`config.mk`:
```
export PLATFORM = sky130hd
export DESIGN_NAME = touch_keypad_decoder
export DESIGN_NICKNAME = d
export VERILOG_FILES = /design/src/sv/tkd_pkg.sv /design/src/sv/touch_keypad_decoder.sv
export SDC_FILE = /design/constraint.sdc
export NUM_CORES = 1
export LEC_CHECK = 0
export ABC_AREA = 1
export BUFFER_PORTS_ARGS = -buffer_cell sky130_fd_sc_hd__buf_4
export CORE_ASPECT_RATIO = 0.6
export CORE_MARGIN = 1
export CORE_UTILIZATION = 30
export CTS_BUF_LIST = sky130_fd_sc_hd__clkbuf_8
export DETAILED_ROUTE_END_ITERATION = 16
export PLACE_DENSITY_LB_ADDON = 0.2
export REMOVE_ABC_BUFFERS = 1
export SLEW_MARGIN = 20
export SYNTH_ARGS = -nofsm -noshare
export SYNTH_HDL_FRONTEND = slang
export SYNTH_SLANG_ARGS = --single-unit
```
`constraint.sdc`:
```
create_clock -name aclk -period 13.05 [get_ports aclk]
set_clock_uncertainty 0.15 [all_clocks]
set_input_delay 1.305 -clock aclk [delete_from_list [all_inputs] [get_ports aclk]]
set_output_delay 1.305 -clock aclk [all_outputs]
set_load 0.03 [all_outputs]
```
`src/sv/tkd_pkg.sv`:
```
package tkd_pkg;

    localparam int SAMPLE_BITS_DEF   = 10;
    localparam int PERCENT_SCALE_DEF = 100;

    localparam int RAW_W      = 8;
    localparam int RAW_SHIFT  = 3;
    localparam int CFG_W      = 8;
    localparam int CFG_IDX_W  = 3;
    localparam int PCT_W      = 8;
    localparam int KEY_W      = 8;
    localparam int KEY_DIM    = 4;
    localparam int KEY_ROW_STEP = 25;
    localparam int KEY_COL_STEP = 33;
    localparam int OUT_W      = 48;

    localparam logic [CFG_W-1:0] CAL_LOW_RST   = 8'd0;
    localparam logic [CFG_W-1:0] CAL_HIGH_RST  = 8'd255;
    localparam logic [CFG_W-1:0] THRESHOLD_RST = 8'd10;

    localparam logic [PCT_W-1:0] PCT_POS_LIMIT = 8'h7F;
    localparam logic [PCT_W-1:0] PCT_NEG_LIMIT = 8'h80;
    localparam logic [KEY_W-1:0] KEY_NONE      = 8'h00;

    typedef enum logic [CFG_IDX_W-1:0] {
        CFG_X_LOW     = 3'd0,
        CFG_Y_LOW     = 3'd1,
        CFG_X_HIGH    = 3'd2,
        CFG_Y_HIGH    = 3'd3,
        CFG_THRESHOLD = 3'd4
    } cfg_index_t;

    // rows picked by x, columns by y
    localparam logic [KEY_W-1:0] KEY_CHARS [KEY_DIM][KEY_DIM] = '{
        '{8'h31, 8'h32, 8'h33, 8'h41},   // 1 2 3 A
        '{8'h34, 8'h35, 8'h36, 8'h42},   // 4 5 6 B
        '{8'h37, 8'h38, 8'h39, 8'h43},   // 7 8 9 C
        '{8'h2A, 8'h30, 8'h23, 8'h44}    // * 0 # D
    };

    typedef struct packed {
        logic             neg;
        logic [RAW_W-1:0] mag;
    } smag_t;

    typedef struct packed {
        logic [RAW_W-1:0] raw_x;
        logic [RAW_W-1:0] raw_y;
        smag_t            diff_x;
        smag_t            diff_y;
        smag_t            span_x;
        smag_t            span_y;
    } pre_word_t;

    typedef struct packed {
        logic [5:0]       pad;
        logic             span_error;
        logic [KEY_W-1:0] key_code;
        logic [PCT_W-1:0] y_percent;
        logic [PCT_W-1:0] x_percent;
        logic             pressed;
        logic [RAW_W-1:0] raw_y;
        logic [RAW_W-1:0] raw_x;
    } result_t;

    // a - b as sign and magnitude
    function automatic smag_t diff_smag(logic [RAW_W-1:0] a, logic [RAW_W-1:0] b);
        logic [RAW_W:0] d;
        logic [RAW_W:0] n;
        smag_t          r;
        d     = {1'b0, a} - {1'b0, b};
        n     = ~d + 1'b1;
        r.neg = d[RAW_W];
        r.mag = d[RAW_W] ? n[RAW_W-1:0] : d[RAW_W-1:0];
        return r;
    endfunction

endpackage

```
`src/sv/touch_keypad_decoder.sv`:
```
// Touch keypad decoder.
// Input stream: one word per measurement, two converter samples per axis.
// Output stream: one word per measurement with raw readings, pressed flag,
// calibrated percentages (saturated), keypad character and span error.
// Calibration corners and touch threshold are written through the cfg port
// (cfg_we, cfg_index, cfg_wdata); the user must write them only while no
// word is in flight, as the block does not enforce it. An accepted word
// passes the pre, scale, divider and output registers before m_tvalid.
// Throughput: one word per cycle while m_tready is high. The percent
// division is a restoring divider cut into stages of four quotient bits
// each, and its bit count sets the pipeline depth.
// Reset clears all stage valid bits and loads the calibration defaults
// (low corners 0, high corners 255, threshold 10).
// When m_tready is low the output word holds; earlier stages keep filling
// empty slots, so s_tready drops only once every stage holds a word.
module touch_keypad_decoder
    import tkd_pkg::*;
#(
    parameter int SAMPLE_BITS   = SAMPLE_BITS_DEF,
    parameter int PERCENT_SCALE = PERCENT_SCALE_DEF
) (
    input  logic                                  aclk,
    input  logic                                  aresetn,
    input  logic                                  s_tvalid,
    output logic                                  s_tready,
    // x_sample_a, x_sample_b, y_sample_a, y_sample_b
    input  logic [((4*SAMPLE_BITS+7)/8)*8-1:0]    s_tdata,
    output logic                                  m_tvalid,
    input  logic                                  m_tready,
    // raw_x, raw_y, pressed, x_percent, y_percent, key_code, span_error
    output logic [OUT_W-1:0]                      m_tdata,
    input  logic                                  cfg_we,
    input  logic [CFG_IDX_W-1:0]                  cfg_index,
    input  logic [CFG_W-1:0]                      cfg_wdata
);

    localparam int SUM_EXT_W  = SAMPLE_BITS + 1 + RAW_W;
    localparam int PS_W       = $clog2(PERCENT_SCALE + 1);
    localparam int NUM_W      = RAW_W + PS_W;
    localparam int BIT_STEP   = 4;
    localparam int DIV_STAGES = (NUM_W + BIT_STEP - 1) / BIT_STEP;
    localparam int N_STAGES   = DIV_STAGES + 3;

    localparam logic [NUM_W-1:0] PS_VAL   = NUM_W'(PERCENT_SCALE);
    localparam logic [NUM_W-1:0] POS_CLIP = NUM_W'(127);
    localparam logic [NUM_W-1:0] NEG_CLIP = NUM_W'(128);

    typedef struct packed {
        logic [NUM_W-1:0] acc;
        logic [RAW_W-1:0] rem;
        logic [RAW_W-1:0] dvs;
        logic             neg;
        logic             zero;
    } axis_div_t;

    typedef struct packed {
        logic [RAW_W-1:0] raw_x;
        logic [RAW_W-1:0] raw_y;
        axis_div_t        ax;
        axis_div_t        ay;
    } div_word_t;

    logic [CFG_W-1:0] cal_x_low_reg, cal_y_low_reg, cal_x_high_reg, cal_y_high_reg;
    logic [CFG_W-1:0] threshold_reg;

    logic [N_STAGES-1:0] valid_reg, valid_next, adv;

    pre_word_t pre_reg, pre_next;
    div_word_t div_reg [DIV_STAGES+1];
    div_word_t div_next [DIV_STAGES+1];
    result_t   out_reg, out_next;

    // restoring division, BIT_STEP quotient bits per stage
    function automatic axis_div_t div_step(axis_div_t a, int first_bit);
        axis_div_t      r;
        logic [RAW_W:0] trial;
        logic [RAW_W:0] diff;
        r = a;
        for (int j = 0; j < BIT_STEP; j++) begin
            if (first_bit + j < NUM_W) begin
                trial = {r.rem, r.acc[NUM_W-1]};
                diff  = trial - {1'b0, r.dvs};
                if (trial >= {1'b0, r.dvs}) begin
                    r.rem = diff[RAW_W-1:0];
                    r.acc = {r.acc[NUM_W-2:0], 1'b1};
                end else begin
                    r.rem = trial[RAW_W-1:0];
                    r.acc = {r.acc[NUM_W-2:0], 1'b0};
                end
            end
        end
        return r;
    endfunction

    function automatic axis_div_t div_load(smag_t diff, smag_t span);
        axis_div_t r;
        r.acc  = NUM_W'(diff.mag) * PS_VAL;
        r.rem  = '0;
        r.dvs  = span.mag;
        r.neg  = diff.neg ^ span.neg;
        r.zero = (span.mag == '0);
        return r;
    endfunction

    function automatic logic [PCT_W-1:0] sat_pct(axis_div_t a);
        logic [NUM_W-1:0] neg_q;
        logic [PCT_W-1:0] r;
        neg_q = ~a.acc + 1'b1;
        if (a.zero) begin
            r = '0;
        end else if (a.neg) begin
            r = (a.acc > NEG_CLIP) ? PCT_NEG_LIMIT : neg_q[PCT_W-1:0];
        end else begin
            r = (a.acc > POS_CLIP) ? PCT_POS_LIMIT : a.acc[PCT_W-1:0];
        end
        return r;
    endfunction

    function automatic logic in_range(axis_div_t a);
        return !a.zero && !a.neg && (a.acc != '0) && (a.acc < PS_VAL);
    endfunction

    function automatic logic [1:0] key_index(logic [NUM_W-1:0] q, int step);
        logic [1:0] r;
        if (q >= NUM_W'(3 * step)) begin
            r = 2'd3;
        end else if (q >= NUM_W'(2 * step)) begin
            r = 2'd2;
        end else if (q >= NUM_W'(step)) begin
            r = 2'd1;
        end else begin
            r = 2'd0;
        end
        return r;
    endfunction

    // configuration registers
    always_ff @(posedge aclk) begin
        if (!aresetn) begin
            cal_x_low_reg  <= CAL_LOW_RST;
            cal_y_low_reg  <= CAL_LOW_RST;
            cal_x_high_reg <= CAL_HIGH_RST;
            cal_y_high_reg <= CAL_HIGH_RST;
            threshold_reg  <= THRESHOLD_RST;
        end else if (cfg_we) begin
            case (cfg_index_t'(cfg_index))
                CFG_X_LOW:     cal_x_low_reg  <= cfg_wdata;
                CFG_Y_LOW:     cal_y_low_reg  <= cfg_wdata;
                CFG_X_HIGH:    cal_x_high_reg <= cfg_wdata;
                CFG_Y_HIGH:    cal_y_high_reg <= cfg_wdata;
                CFG_THRESHOLD: threshold_reg  <= cfg_wdata;
                default: ;
            endcase
        end
    end

    // stage advance: a stage loads when it is empty or its word moves on
    always_comb begin
        adv[N_STAGES-1] = !valid_reg[N_STAGES-1] || m_tready;
        for (int k = N_STAGES - 2; k >= 0; k--) begin
            adv[k] = !valid_reg[k] || adv[k+1];
        end
        valid_next[0] = adv[0] ? s_tvalid : valid_reg[0];
        for (int k = 1; k < N_STAGES; k++) begin
            valid_next[k] = adv[k] ? valid_reg[k-1] : valid_reg[k];
        end
    end

    assign s_tready = adv[0];
    assign m_tvalid = valid_reg[N_STAGES-1];
    assign m_tdata  = out_reg;

    // stage 0: raw readings, offsets and spans
    always_comb begin
        logic [SUM_EXT_W-1:0] sum_x;
        logic [SUM_EXT_W-1:0] sum_y;
        sum_x = SUM_EXT_W'(s_tdata[SAMPLE_BITS-1:0])
              + SUM_EXT_W'(s_tdata[2*SAMPLE_BITS-1:SAMPLE_BITS]);
        sum_y = SUM_EXT_W'(s_tdata[3*SAMPLE_BITS-1:2*SAMPLE_BITS])
              + SUM_EXT_W'(s_tdata[4*SAMPLE_BITS-1:3*SAMPLE_BITS]);
        pre_next.raw_x  = sum_x[RAW_SHIFT+RAW_W-1:RAW_SHIFT];
        pre_next.raw_y  = sum_y[RAW_SHIFT+RAW_W-1:RAW_SHIFT];
        pre_next.diff_x = diff_smag(pre_next.raw_x, cal_x_low_reg);
        pre_next.diff_y = diff_smag(pre_next.raw_y, cal_y_low_reg);
        pre_next.span_x = diff_smag(cal_x_high_reg, cal_x_low_reg);
        pre_next.span_y = diff_smag(cal_y_high_reg, cal_y_low_reg);
    end

    // stage 1: scale, then the divider stages
    always_comb begin
        div_next[0].raw_x = pre_reg.raw_x;
        div_next[0].raw_y = pre_reg.raw_y;
        div_next[0].ax    = div_load(pre_reg.diff_x, pre_reg.span_x);
        div_next[0].ay    = div_load(pre_reg.diff_y, pre_reg.span_y);
        for (int g = 1; g <= DIV_STAGES; g++) begin
            div_next[g].raw_x = div_reg[g-1].raw_x;
            div_next[g].raw_y = div_reg[g-1].raw_y;
            div_next[g].ax    = div_step(div_reg[g-1].ax, (g - 1) * BIT_STEP);
            div_next[g].ay    = div_step(div_reg[g-1].ay, (g - 1) * BIT_STEP);
        end
    end

    // last stage: saturation, range check, key lookup
    always_comb begin
        div_word_t  w;
        logic [1:0] row;
        logic [1:0] col;
        w   = div_reg[DIV_STAGES];
        row = key_index(w.ax.acc, KEY_ROW_STEP);
        col = key_index(w.ay.acc, KEY_COL_STEP);
        out_next            = '0;
        out_next.raw_x      = w.raw_x;
        out_next.raw_y      = w.raw_y;
        out_next.pressed    = (w.raw_x >= threshold_reg) && (w.raw_y >= threshold_reg);
        out_next.x_percent  = sat_pct(w.ax);
        out_next.y_percent  = sat_pct(w.ay);
        out_next.key_code   = (in_range(w.ax) && in_range(w.ay)) ? KEY_CHARS[row][col]
                                                                 : KEY_NONE;
        out_next.span_error = w.ax.zero || w.ay.zero;
    end

    always_ff @(posedge aclk) begin
        if (!aresetn) begin
            valid_reg <= '0;
        end else begin
            valid_reg <= valid_next;
        end
        if (adv[0]) begin
            pre_reg <= pre_next;
        end
        for (int k = 0; k <= DIV_STAGES; k++) begin
            if (adv[k+1]) begin
                div_reg[k] <= div_next[k];
            end
        end
        if (adv[N_STAGES-1]) begin
            out_reg <= out_next;
        end
    end

    a_error_no_key: assert property (@(posedge aclk) disable iff (!aresetn)
        (m_tvalid && out_reg.span_error) |-> (out_reg.key_code == KEY_NONE))
        else $error("key reported with a zero calibration span");

    a_key_positive: assert property (@(posedge aclk) disable iff (!aresetn)
        (m_tvalid && out_reg.key_code != KEY_NONE) |->
            ($signed(out_reg.x_percent) > 0 && $signed(out_reg.y_percent) > 0))
        else $error("key reported outside the pad");

    a_pressed_thr: assert property (@(posedge aclk) disable iff (!aresetn)
        (m_tvalid && out_reg.pressed) |->
            (out_reg.raw_x >= threshold_reg && out_reg.raw_y >= threshold_reg))
        else $error("pressed set below threshold");

    a_full_stall: assert property (@(posedge aclk) disable iff (!aresetn)
        !s_tready |-> (m_tvalid && !m_tready && valid_reg == '1))
        else $error("input stalled while the pipeline has room");

endmodule

```
-- After elaboration in Yosys (flattened, before gate mapping)
Memories as Yosys holds them, arrays and structs flattened.
Index checks and enable logic that the tools add are counted.
- bitwise logic cells: 10
- reduce and logical (&&, ||, !) cells: 37
- multiply operators: 2
- equal/unequal tests: 4
- magnitude comparators: 46
- multiplexer cells: 62
- add/sub/neg operators: 42
- operator list (operator ; count):
    greater-or-equal comparator 9 x 8 -> 1 bit ; 30
    2-to-1 mux 9 bit ; 30
    subtractor 8 bit ; 30
    2-to-1 mux 8 bit ; 12
    binary-select mux 32 bit (select 2 bit) ; 1
    2-to-1 mux 32 bit ; 2
    adder 8 x 1 -> 8 bit (second input constant) ; 6
    inverter 8 bit ; 6
    greater-or-equal comparator 15 x 7 -> 1 bit (second input constant) ; 3
    subtractor 8 x 8 -> 9 bit ; 4
    greater-or-equal comparator 15 x 6 -> 1 bit (second input constant) ; 2
    > comparator 15 x 7 -> 1 bit (second input constant) ; 2
    > comparator 15 x 8 -> 1 bit (second input constant) ; 2
    < comparator 15 x 7 -> 1 bit (second input constant) ; 2
    nonzero test 15 bit ; 2
    multiplier 8 x 5 -> 13 bit (second input constant) ; 2
    adder 10 x 10 -> 11 bit ; 2
    binary-select mux 8 bit (select 2 bit) ; 1
    greater-or-equal comparator 8 bit ; 2
    logical NOT 8 bit ; 2
    greater-or-equal comparator 15 x 5 -> 1 bit (second input constant) ; 1
    2-to-1 mux 1 bit ; 12
    logical NOT 1 bit ; 11
    AND reduction 2 bit ; 5
    other kinds (10) ; 31
- memories kept: 1
- word-level logic and storage cells: 233
- output and inout bits: 50
- memory bits (writable): 410
- bits in registers: 141
- input port bits: 56
- memories (memory ; words ; width ; read ports ; clocked after Yosys merged registers in ; wr ports ; RTL line ; RTL):
    div_reg ; 5 ; 82 ; 5 ; 0 ; 5 ; touch_keypad_decoder.sv:69 ; div_word_t div_reg [DIV_STAGES+1];

-- Longest topological paths before layout
Gate-level depths: netlist of the first run.
An unclocked memory read counts as a cell.
- depth in word-level cells: 12
- mapped depth: 47
- mapped depth without buffers: 44

-- Worst setup path before layout of the first run
Ideal clock, no wire load.
- path kind: input port to output port
- from: in m_tready
- to: out s_tready
- setup slack: 1636 ps
- required time: 11595 ps
- data arrival time: 9959 ps
- path buffers: 0
- stages on the path: 12
- path through: nor2_1 inv_1 nor2_1 inv_1 nor2_1 inv_1 nor2_1 inv_1 nor2_1 inv_1 nor2_1 nand2_1
- cells in the longest elaborated chain, start to end: 7
- RTL lines (element ; RTL line ; RTL):
    start: declaration ; touch_keypad_decoder.sv:29 ; input logic m_tready,
    logical OR 1 bit ; touch_keypad_decoder.sv:159 ; adv[N_STAGES-1] = !valid_reg[N_STAGES-1] || m_tready;
    named net adv[6] ; touch_keypad_decoder.sv:66 ; logic [N_STAGES-1:0] valid_reg, valid_next, adv;
    logical OR 1 bit ; touch_keypad_decoder.sv:161 ; adv[k] = !valid_reg[k] || adv[k+1];
    named net adv[5] ; touch_keypad_decoder.sv:66 ;
    logical OR 1 bit ; touch_keypad_decoder.sv:161 ;
    named net adv[4] ; touch_keypad_decoder.sv:66 ;
    logical OR 1 bit ; touch_keypad_decoder.sv:161 ;
    named net adv[3] ; touch_keypad_decoder.sv:66 ;
    logical OR 1 bit ; touch_keypad_decoder.sv:161 ;
    named net adv[2] ; touch_keypad_decoder.sv:66 ;
    logical OR 1 bit (2 in series) ; touch_keypad_decoder.sv:161 ;
    end: declaration ; touch_keypad_decoder.sv:25 ; output logic s_tready,
The timed path passes the listed nets, and every way through them passes these cells.

==> metrics.md, run 1 <==
| Metric | Value |
|---|---|
| First-iteration detailed-routing DRC count | `1700` |
| GRT overflow | `0` |
| WP data arrival | `8210 ps` |
| Yosys cell types | `64` |
| Nets | `4087` |
| Clock buffer depth | `3` |
| Input/output buffers | `98` |
| Vias/cell | `4.55` |
| Synth Area in Adders | `16.2%` |
| Count of pins over their slew limit | `0` |
| Placed wire-length estimate | `62600 um` |
| Wire per inst | `15.7 um` |
| Final ANT Viol Nets | `0` |
| Post-synth EDFFs | `439` |
| CTS Buf Count | `76` |
| Final GP Congestion | `0.880` |
| Starting density of the core | `30.5%` |
| Via count | `23300` |
| DRT Pass-1 Iters | `5` |
| Primary FF master, synth | `edfxtp_1` |
| CTS root buf | `clkbuf_8` |
| CP peak stage delay | `520 ps` |
| Crit end category | `flip-flop` |
| CTS clk-pin slew, worst paths | `80 ps` |
| Total routed wirelength | `80200 um` |
| Critical path class | `reg -> reg` |
| Slowest CP cell | `o21ai_0` |
| Setup TNS | `0 ps` |
| Hold Vio Cnt, Final | `0` |
| Worst Path Required | `13340 ps` |
| Total routing usage reported by global routing | `14.6%` |
| Syn. warnings | `0` |
| Async SR Flop Fraction | `0%` |
| CTS resizes | `0` |
| CTS Hold Buffers Added | `0` |
| DRC | `0` |
| Row count | `92` |
| Hold crit path type | `reg -> reg` |
| Number of max-cap violations | `0` |
| Max reg flops | `346` |
| TritonCTS clock tree | `done` |
| Share of cells above drive strength 1 | `10.1%` |
| I/O pins | `106` |
| GR peak layer | `met1` |
| Slew margin rel. | `28.8%` |
| Slew @ Worst Pin | `1070 ps` |
| Syn-to-layout area delta | `11.8%` |
| Vias in the first global route | `21000` |
| Register area | `14100 sq um` |
| #FFs+latches synth | `486` |
| Filler cell count | `10900` |
| Worst Setup Start Kind | `flip-flop` |
| First-pass GRT wire length | `124000 um` |
| Post-layout min period | `7920 ps` |
| Die Width | `426 um` |
| PnR worst setup slack | `5130 ps` |
| Period utilization | `60.7%` |
| Clk sinks | `486` |
| FMAX | `126 MHz` |
| Core region area | `106000 sq um` |
| Met3 Usage GRT | `2.69%` |
| Post-synthesis sequential area ratio | `43.6%` |
| Die Y | `256 um` |
| Mux share of post-synthesis cell area | `0%` |
| Status | `completed` |
| H-tree levels | `3` |
| Clk Latency, worst-skew pair | `730 ps` |
| RSZ-0062 raised after global routing | `false` |
| Largest family of logic cells by synthesized area | `simple AND/OR/NAND/NOR gates` |
| CP most frequent cell | `nand2_1` |
| Post-synthesis simple-gate area fraction | `17.5%` |
| Antenna violations before repair | `2` |
| Pre-CTS setup slack | `5260 ps` |
| Post-synthesis instance total | `3486` |
| Average cell area after synthesis | `9.29 sq um` |
| Grt met1 use | `25.2%` |
| Multi-input gate area | `15900 sq um` |
| Post-CTS Repair Setup Buffers | `0` |
| Synth Area in Compound Gates | `9.88%` |
| Synth Area in XOR/XNOR | `5.38%` |
| Crit Path Max Fanout | `15` |
| Die area | `109000 sq um` |
| Setup Viol. Count Final | `0` |
| Netlist Area Pre-Place | `32400 sq um` |
| GRT met2 Usage | `17.6%` |
| Largest net degree at the start of global routing | `71` |
area by class of cell:
type	instances	share of cell area [%]
timing repair buffer	105	2.18
antenna	5	0.0346
tap	1410	4.88
sequential	486	39.0
clock inverter	61	1.12
inverter	560	5.82
clock buffer	80	3.04
multi-input combinational	2405	43.9
Yosys cell counts (18+ instances only):
| master | count | area [sq um] |
|---|---|---|
| nand4_1 | 41 | 257 |
| a21o_1 | 20 | 150 |
| o21bai_1 | 18 | 135 |
| xnor2_1 | 68 | 596 |
| nor2_1 | 193 | 724 |
| a21oi_2 | 18 | 158 |
| nor3_1 | 37 | 185 |
| dfxtp_1 | 47 | 941 |
| edfxtp_1 | 439 | 13200 |
| nand3_1 | 150 | 751 |
| inv_1 | 542 | 2030 |
| nand2_1 | 728 | 2730 |
| o21ai_1 | 33 | 165 |
| nand2_2 | 23 | 144 |
| o21ai_0 | 106 | 531 |
| xor2_1 | 131 | 1150 |
| o21ai_2 | 24 | 210 |
| a21oi_1 | 220 | 1100 |
| fa_1 | 36 | 721 |
| ha_1 | 361 | 4520 |
layer usage:
metal | part of all wire, % | wire length, um
met1 | 58 | 46900
met2 | 34 | 27600
met3 | 5.8 | 4620
met4 | 1.4 | 1140
met5 | 0 | 0
final timing paths:
path / from / endpoint / slack [ps] / cells past startpoint
worst max-delay path: div_reg[0][172] / div_reg[0][256] / 5130 / 38
worst min-delay path: div_reg[0][272] / div_reg[0][357] / 240 / 0
worst max register to register: div_reg[0][172] / div_reg[0][256] / 5130 / 38
worst min register to register: div_reg[0][272] / div_reg[0][357] / 240 / 0
kinds of logic after synthesis:
| logic type | after synthesis |
|---|---|
| XOR/XNOR | 199 |
| flip-flops | 486 |
| AO/OA/AOI/OAI | 530 |
| buffers and inverters | 601 |
| AND/OR/NAND/NOR | 1272 |
| other | 1 |
| adder cells (fa/ha/maj) | 397 |
placed cells by master (no fill, tap or decap), types with 24 or more instances in the layout:
cell,instances
a21oi_1,220
buf_4,105
clkbuf_8,80
dfxtp_1,47
edfxtp_1,439
fa_1,36
ha_1,361
inv_1,548
nand2_1,727
nand2_2,24
nand3_1,150
nand4_1,41
nor2_1,193
nor3_1,37
o21ai_0,106
o21ai_1,33
o21ai_2,24
xnor2_1,68
xor2_1,131
critical path: cells and delay by family, from the launching register on:
| kind | cells | cell delay [ps] |
|---|---|---|
| AOI/OAI and AO/OA | 11 | 2600 |
| adders and majority gates | 4 | 1380 |
| and+or+nand+nor | 21 | 2650 |
| buffers and inverters | 2 | 460 |
| DFF | 1 | 430 |
through the flow:
| step | area [sq um] | utilization, % | hold slack [ps] | cells |
|---|---|---|---|---|
| global route | 36200 | 34.1 | 231 | 5112 |
| detailed placement | 34700 | 32.7 | 255 | 4966 |
| CTS | 36200 | 34.1 | 230 | 5107 |
| global placement | 34700 | 32.7 | 251 | 4966 |
| floorplan | 32100 | - | 250 | 3451 |
| finish | 36200 | 34.1 | 236 | 5112 |
Power of run 1 is left out: the tool's default activity adds up to more than one toggle a clock period on the data nets, which glitch-free logic cannot reach.
==> run 2, diff against run 1 <==
--- a/config.mk
+++ b/config.mk
@@ -5,7 +5,7 @@
 export SDC_FILE = /design/constraint.sdc
 export NUM_CORES = 1
 export LEC_CHECK = 0
-export ABC_AREA = 1
+export ABC_AREA = 0
 export BUFFER_PORTS_ARGS = -buffer_cell sky130_fd_sc_hd__buf_4
 export CORE_ASPECT_RATIO = 0.6
 export CORE_MARGIN = 1
==> constraint.sdc (replaced) <==
create_clock -name aclk -period 7.8 [get_ports aclk]
set_clock_uncertainty 0.15 [all_clocks]
set_input_delay 0.78 -clock aclk [delete_from_list [all_inputs] [get_ports aclk]]
set_output_delay 0.78 -clock aclk [all_outputs]
set_load 0.03 [all_outputs]
==> run 2 against run 1 <==
  * Via count shrank 6.8%
  * Sequential cell count did not move
  * Final cell count decreased by 8.7%
  * Synthesized cell count shrank 20%
  * First-iteration DRC count shrank 15%
  * Sequential share of layout area fell by 1.7 points
  * Global-route usage grew 0.34 points
  * Core utilization increased by 3.2 points
  * Critical path depth shrank 3
  * Largest cell class unchanged
==> metrics.md, run 2 <==
| Metric | Value |
|---|---|
| Setup Viol. Count Final | `0 (unchanged)` |
| WP data arrival | `7800 ps (-410 ps)` |
| Core region area | `101000 sq um (-4.4%)` |
| Wire per inst | `17.0 um (+8.3%)` |
| Via count | `21700 (-6.8%)` |
| Slew margin rel. | `30.7% (+1.9 points)` |
| CTS root buf | `clkbuf_8` |
| Top-count cell post-synth | `edfxtp_1` |
| Post-route cell area | `37800 sq um (+4.6%)` |
| DRT Pass-1 Iters | `5 (unchanged)` |
| Synth top area cells | `edfxtp_1, ha_1, mux2_2` |
| Worst Setup Start Kind | `flip-flop` |
| Yosys top cell area share | `42.6% (+1.8 points)` |
| Yosys cell types | `85 (+33%)` |
| Setup TNS | `0 ps (unchanged)` |
| Share of cells above drive strength 1 | `23.3% (+13 points)` |
| Period utilization | `96.4% (+36 points)` |
| Post-layout min period | `7520 ps (-399 ps)` |
| Filler cell count | `10100 (-7.3%)` |
| Post-synthesis instance total | `2798 (-20%)` |
| Clock buffer depth | `3 (unchanged)` |
| Clk sinks | `486 (unchanged)` |
| Average cell area after synthesis | `11.1 sq um (+19%)` |
| Count of pins over their slew limit | `0 (unchanged)` |
| Post-synthesis sequential area ratio | `45.6% (+2.0 points)` |
| Slowest CP cell | `edfxtp_1` |
| Worst Reg-to-Reg Cells | `35 (-7.9%)` |
| Total routed wirelength | `79400 um (-1.1%)` |
| Most common cell after layout, fill and taps aside | `edfxtp_1` |
| Synth top cells by count | `edfxtp_1, ha_1, inv_1` |
| Critical path class | `reg -> reg` |
| Antenna violations before repair | `2 (unchanged)` |
| Vias/cell | `4.64 (+2.0%)` |
| Slew @ Worst Pin | `1040 ps (-28.3 ps)` |
| Die area | `105000 sq um (-4.3%)` |
| Nets | `3723 (-8.9%)` |
| Netlist Area Pre-Place | `31000 sq um (-4.3%)` |
| Clk Latency, worst-skew pair | `720 ps (about the same)` |
| Largest net degree at the start of global routing | `66 (-7.0%)` |
| GRT overflow | `0 (unchanged)` |
| Status | `completed` |
| CTS clk-pin slew, worst paths | `70 ps (about the same)` |
| CTS Buf Count | `75 (-1.3%)` |
| First-pass GRT wire length | `122000 um (-2.0%)` |
| R2R setup slack | `280 ps (-4850 ps)` |
| Placed wire-length estimate | `61600 um (-1.7%)` |
| Hold Vio Cnt, Final | `0 (unchanged)` |
| Crit end category | `flip-flop` |
| Input/output buffers | `98 (unchanged)` |
| Number of max-cap violations | `0 (unchanged)` |
| DRC | `0 (unchanged)` |
| WHS Path Cells | `3 (+3)` |
| Starting density of the core | `30.6% (about the same)` |
| Most frequent cells in the layout | `edfxtp_1, buf_4, ha_1` |
| CP most frequent cell | `a21oi_2` |
| H-tree levels | `3 (unchanged)` |
| Primary FF master, synth | `edfxtp_1` |
| Row count | `90 (-2.2%)` |
| TritonCTS clock tree | `done` |
| Syn. warnings | `0 (unchanged)` |
| FMAX | `133 MHz (+5.3%)` |
| Final GP Congestion | `0.853 (-3.1%)` |
| Total routing usage reported by global routing | `14.9% (+0.34 points)` |
| Worst Path Required | `8080 ps (-5260 ps)` |
| Synth area leader | `edfxtp_1` |
| Async SR Flop Fraction | `0% (unchanged)` |
| First-iteration detailed-routing DRC count | `1439 (-15%)` |
| Hold crit path type | `in -> reg` |
| RSZ-0062 raised after global routing | `true` |
| Die Width | `417 um (-2.2%)` |
| Max reg flops | `346 (unchanged)` |
| Post-synth EDFFs | `439 (unchanged)` |
| Die Y | `251 um (-2.2%)` |
| #FFs+latches synth | `486 (unchanged)` |
| Crit Path Max Fanout | `9 (-6)` |
| Vias in the first global route | `20400 (-2.9%)` |
| Syn-to-layout area delta | `22.2%` |
| CP peak stage delay | `380 ps (-140 ps)` |
| Instance area after placement | `35400 sq um (+2.2%)` |
| I/O pins | `106 (unchanged)` |
| Final ANT Viol Nets | `0 (unchanged)` |
==> run 2: critical path, delay by kind of cell (launching register included) <==
family | cells | cell delay [ps]
compound gates | 20 | 3450
simple gates | 3 | 460
buf+inv | 5 | 670
fa+ha+maj | 4 | 1290
mux | 3 | 880
flops | 1 | 380
==> run 2: routing by layer <==
| layer | global-route usage (%) | up-vias | routed length (um) | part of all wire [%] |
|---|---|---|---|---|
| met5 | 0 | - | 0 | 0 |
| met4 | 2.94 | 0 | 909 | 1.1 |
| met3 | 2.59 | 63 | 3800 | 4.8 |
| met2 | 17.3 | 412 | 26700 | 34 |
| met1 | 26.5 | 10100 | 48000 | 60 |
| li1 | - | 11100 | - | - |
==> run 2: cell type report <==
class	count	area [sq um]	share of cell area [%]
timing repair inverter	1	5.00	0.0132
clock inverter	62	390	1.03
multi-input combinational	2007	16300	43.1
sequential	486	14100	37.3
clock buffer	76	1050	2.76
timing repair buffer	427	3280	8.66
antenna	2	5.00	0.0132
tap	1334	1670	4.41
inverter	272	1030	2.72
==> run 2: kinds of logic (layout without fill, tap and decap cells) <==
| kind of cell | after synthesis | in the layout | share of synthesized area, % |
|---|---|---|---|
| DFF | 486 | 486 | 45.6 |
| xor gates and xnor gates | 192 | 192 | 5.43 |
| buffers and inverters | 312 | 838 | 3.89 |
| AOI/OAI and AO/OA | 595 | 596 | 12.6 |
| and+or+nand+nor | 678 | 678 | 10.7 |
| adders and majority gates | 397 | 397 | 16.9 |
| muxes | 137 | 137 | 4.85 |
| other | 1 | 9 | 0.0121 |
==> run 2: final timing paths <==
check / start / end
max: div_reg[0][170] / div_reg[0][257]
min: s_tvalid / valid_reg[0]
max reg2reg: div_reg[0][170] / div_reg[0][257]
min reg2reg: div_reg[0][222] / div_reg[0][308]
==> run 2: metrics by stage <==
stage	instances	hold slack (ps)	worst slack (ps)	util (%)
finish	4667	161	280	37.3
global route	4667	134	-83.4	37.3
CTS	4626	71.2	21.7	36.5
detailed placement	4484	255	-374	34.9
global placement	4484	250	-430	34.9
floorplan	2764	250	-445	-
==> run 2: what timing repair did <==
item,4_1_cts,5_1_grt
pin swaps,4,48
gates cloned,0,2
hold buffers,0,0
resized for setup,30,131
endpoints found under the setup margin,27,54
buffers inserted,4,37
Power of run 2 is left out for the same reason.
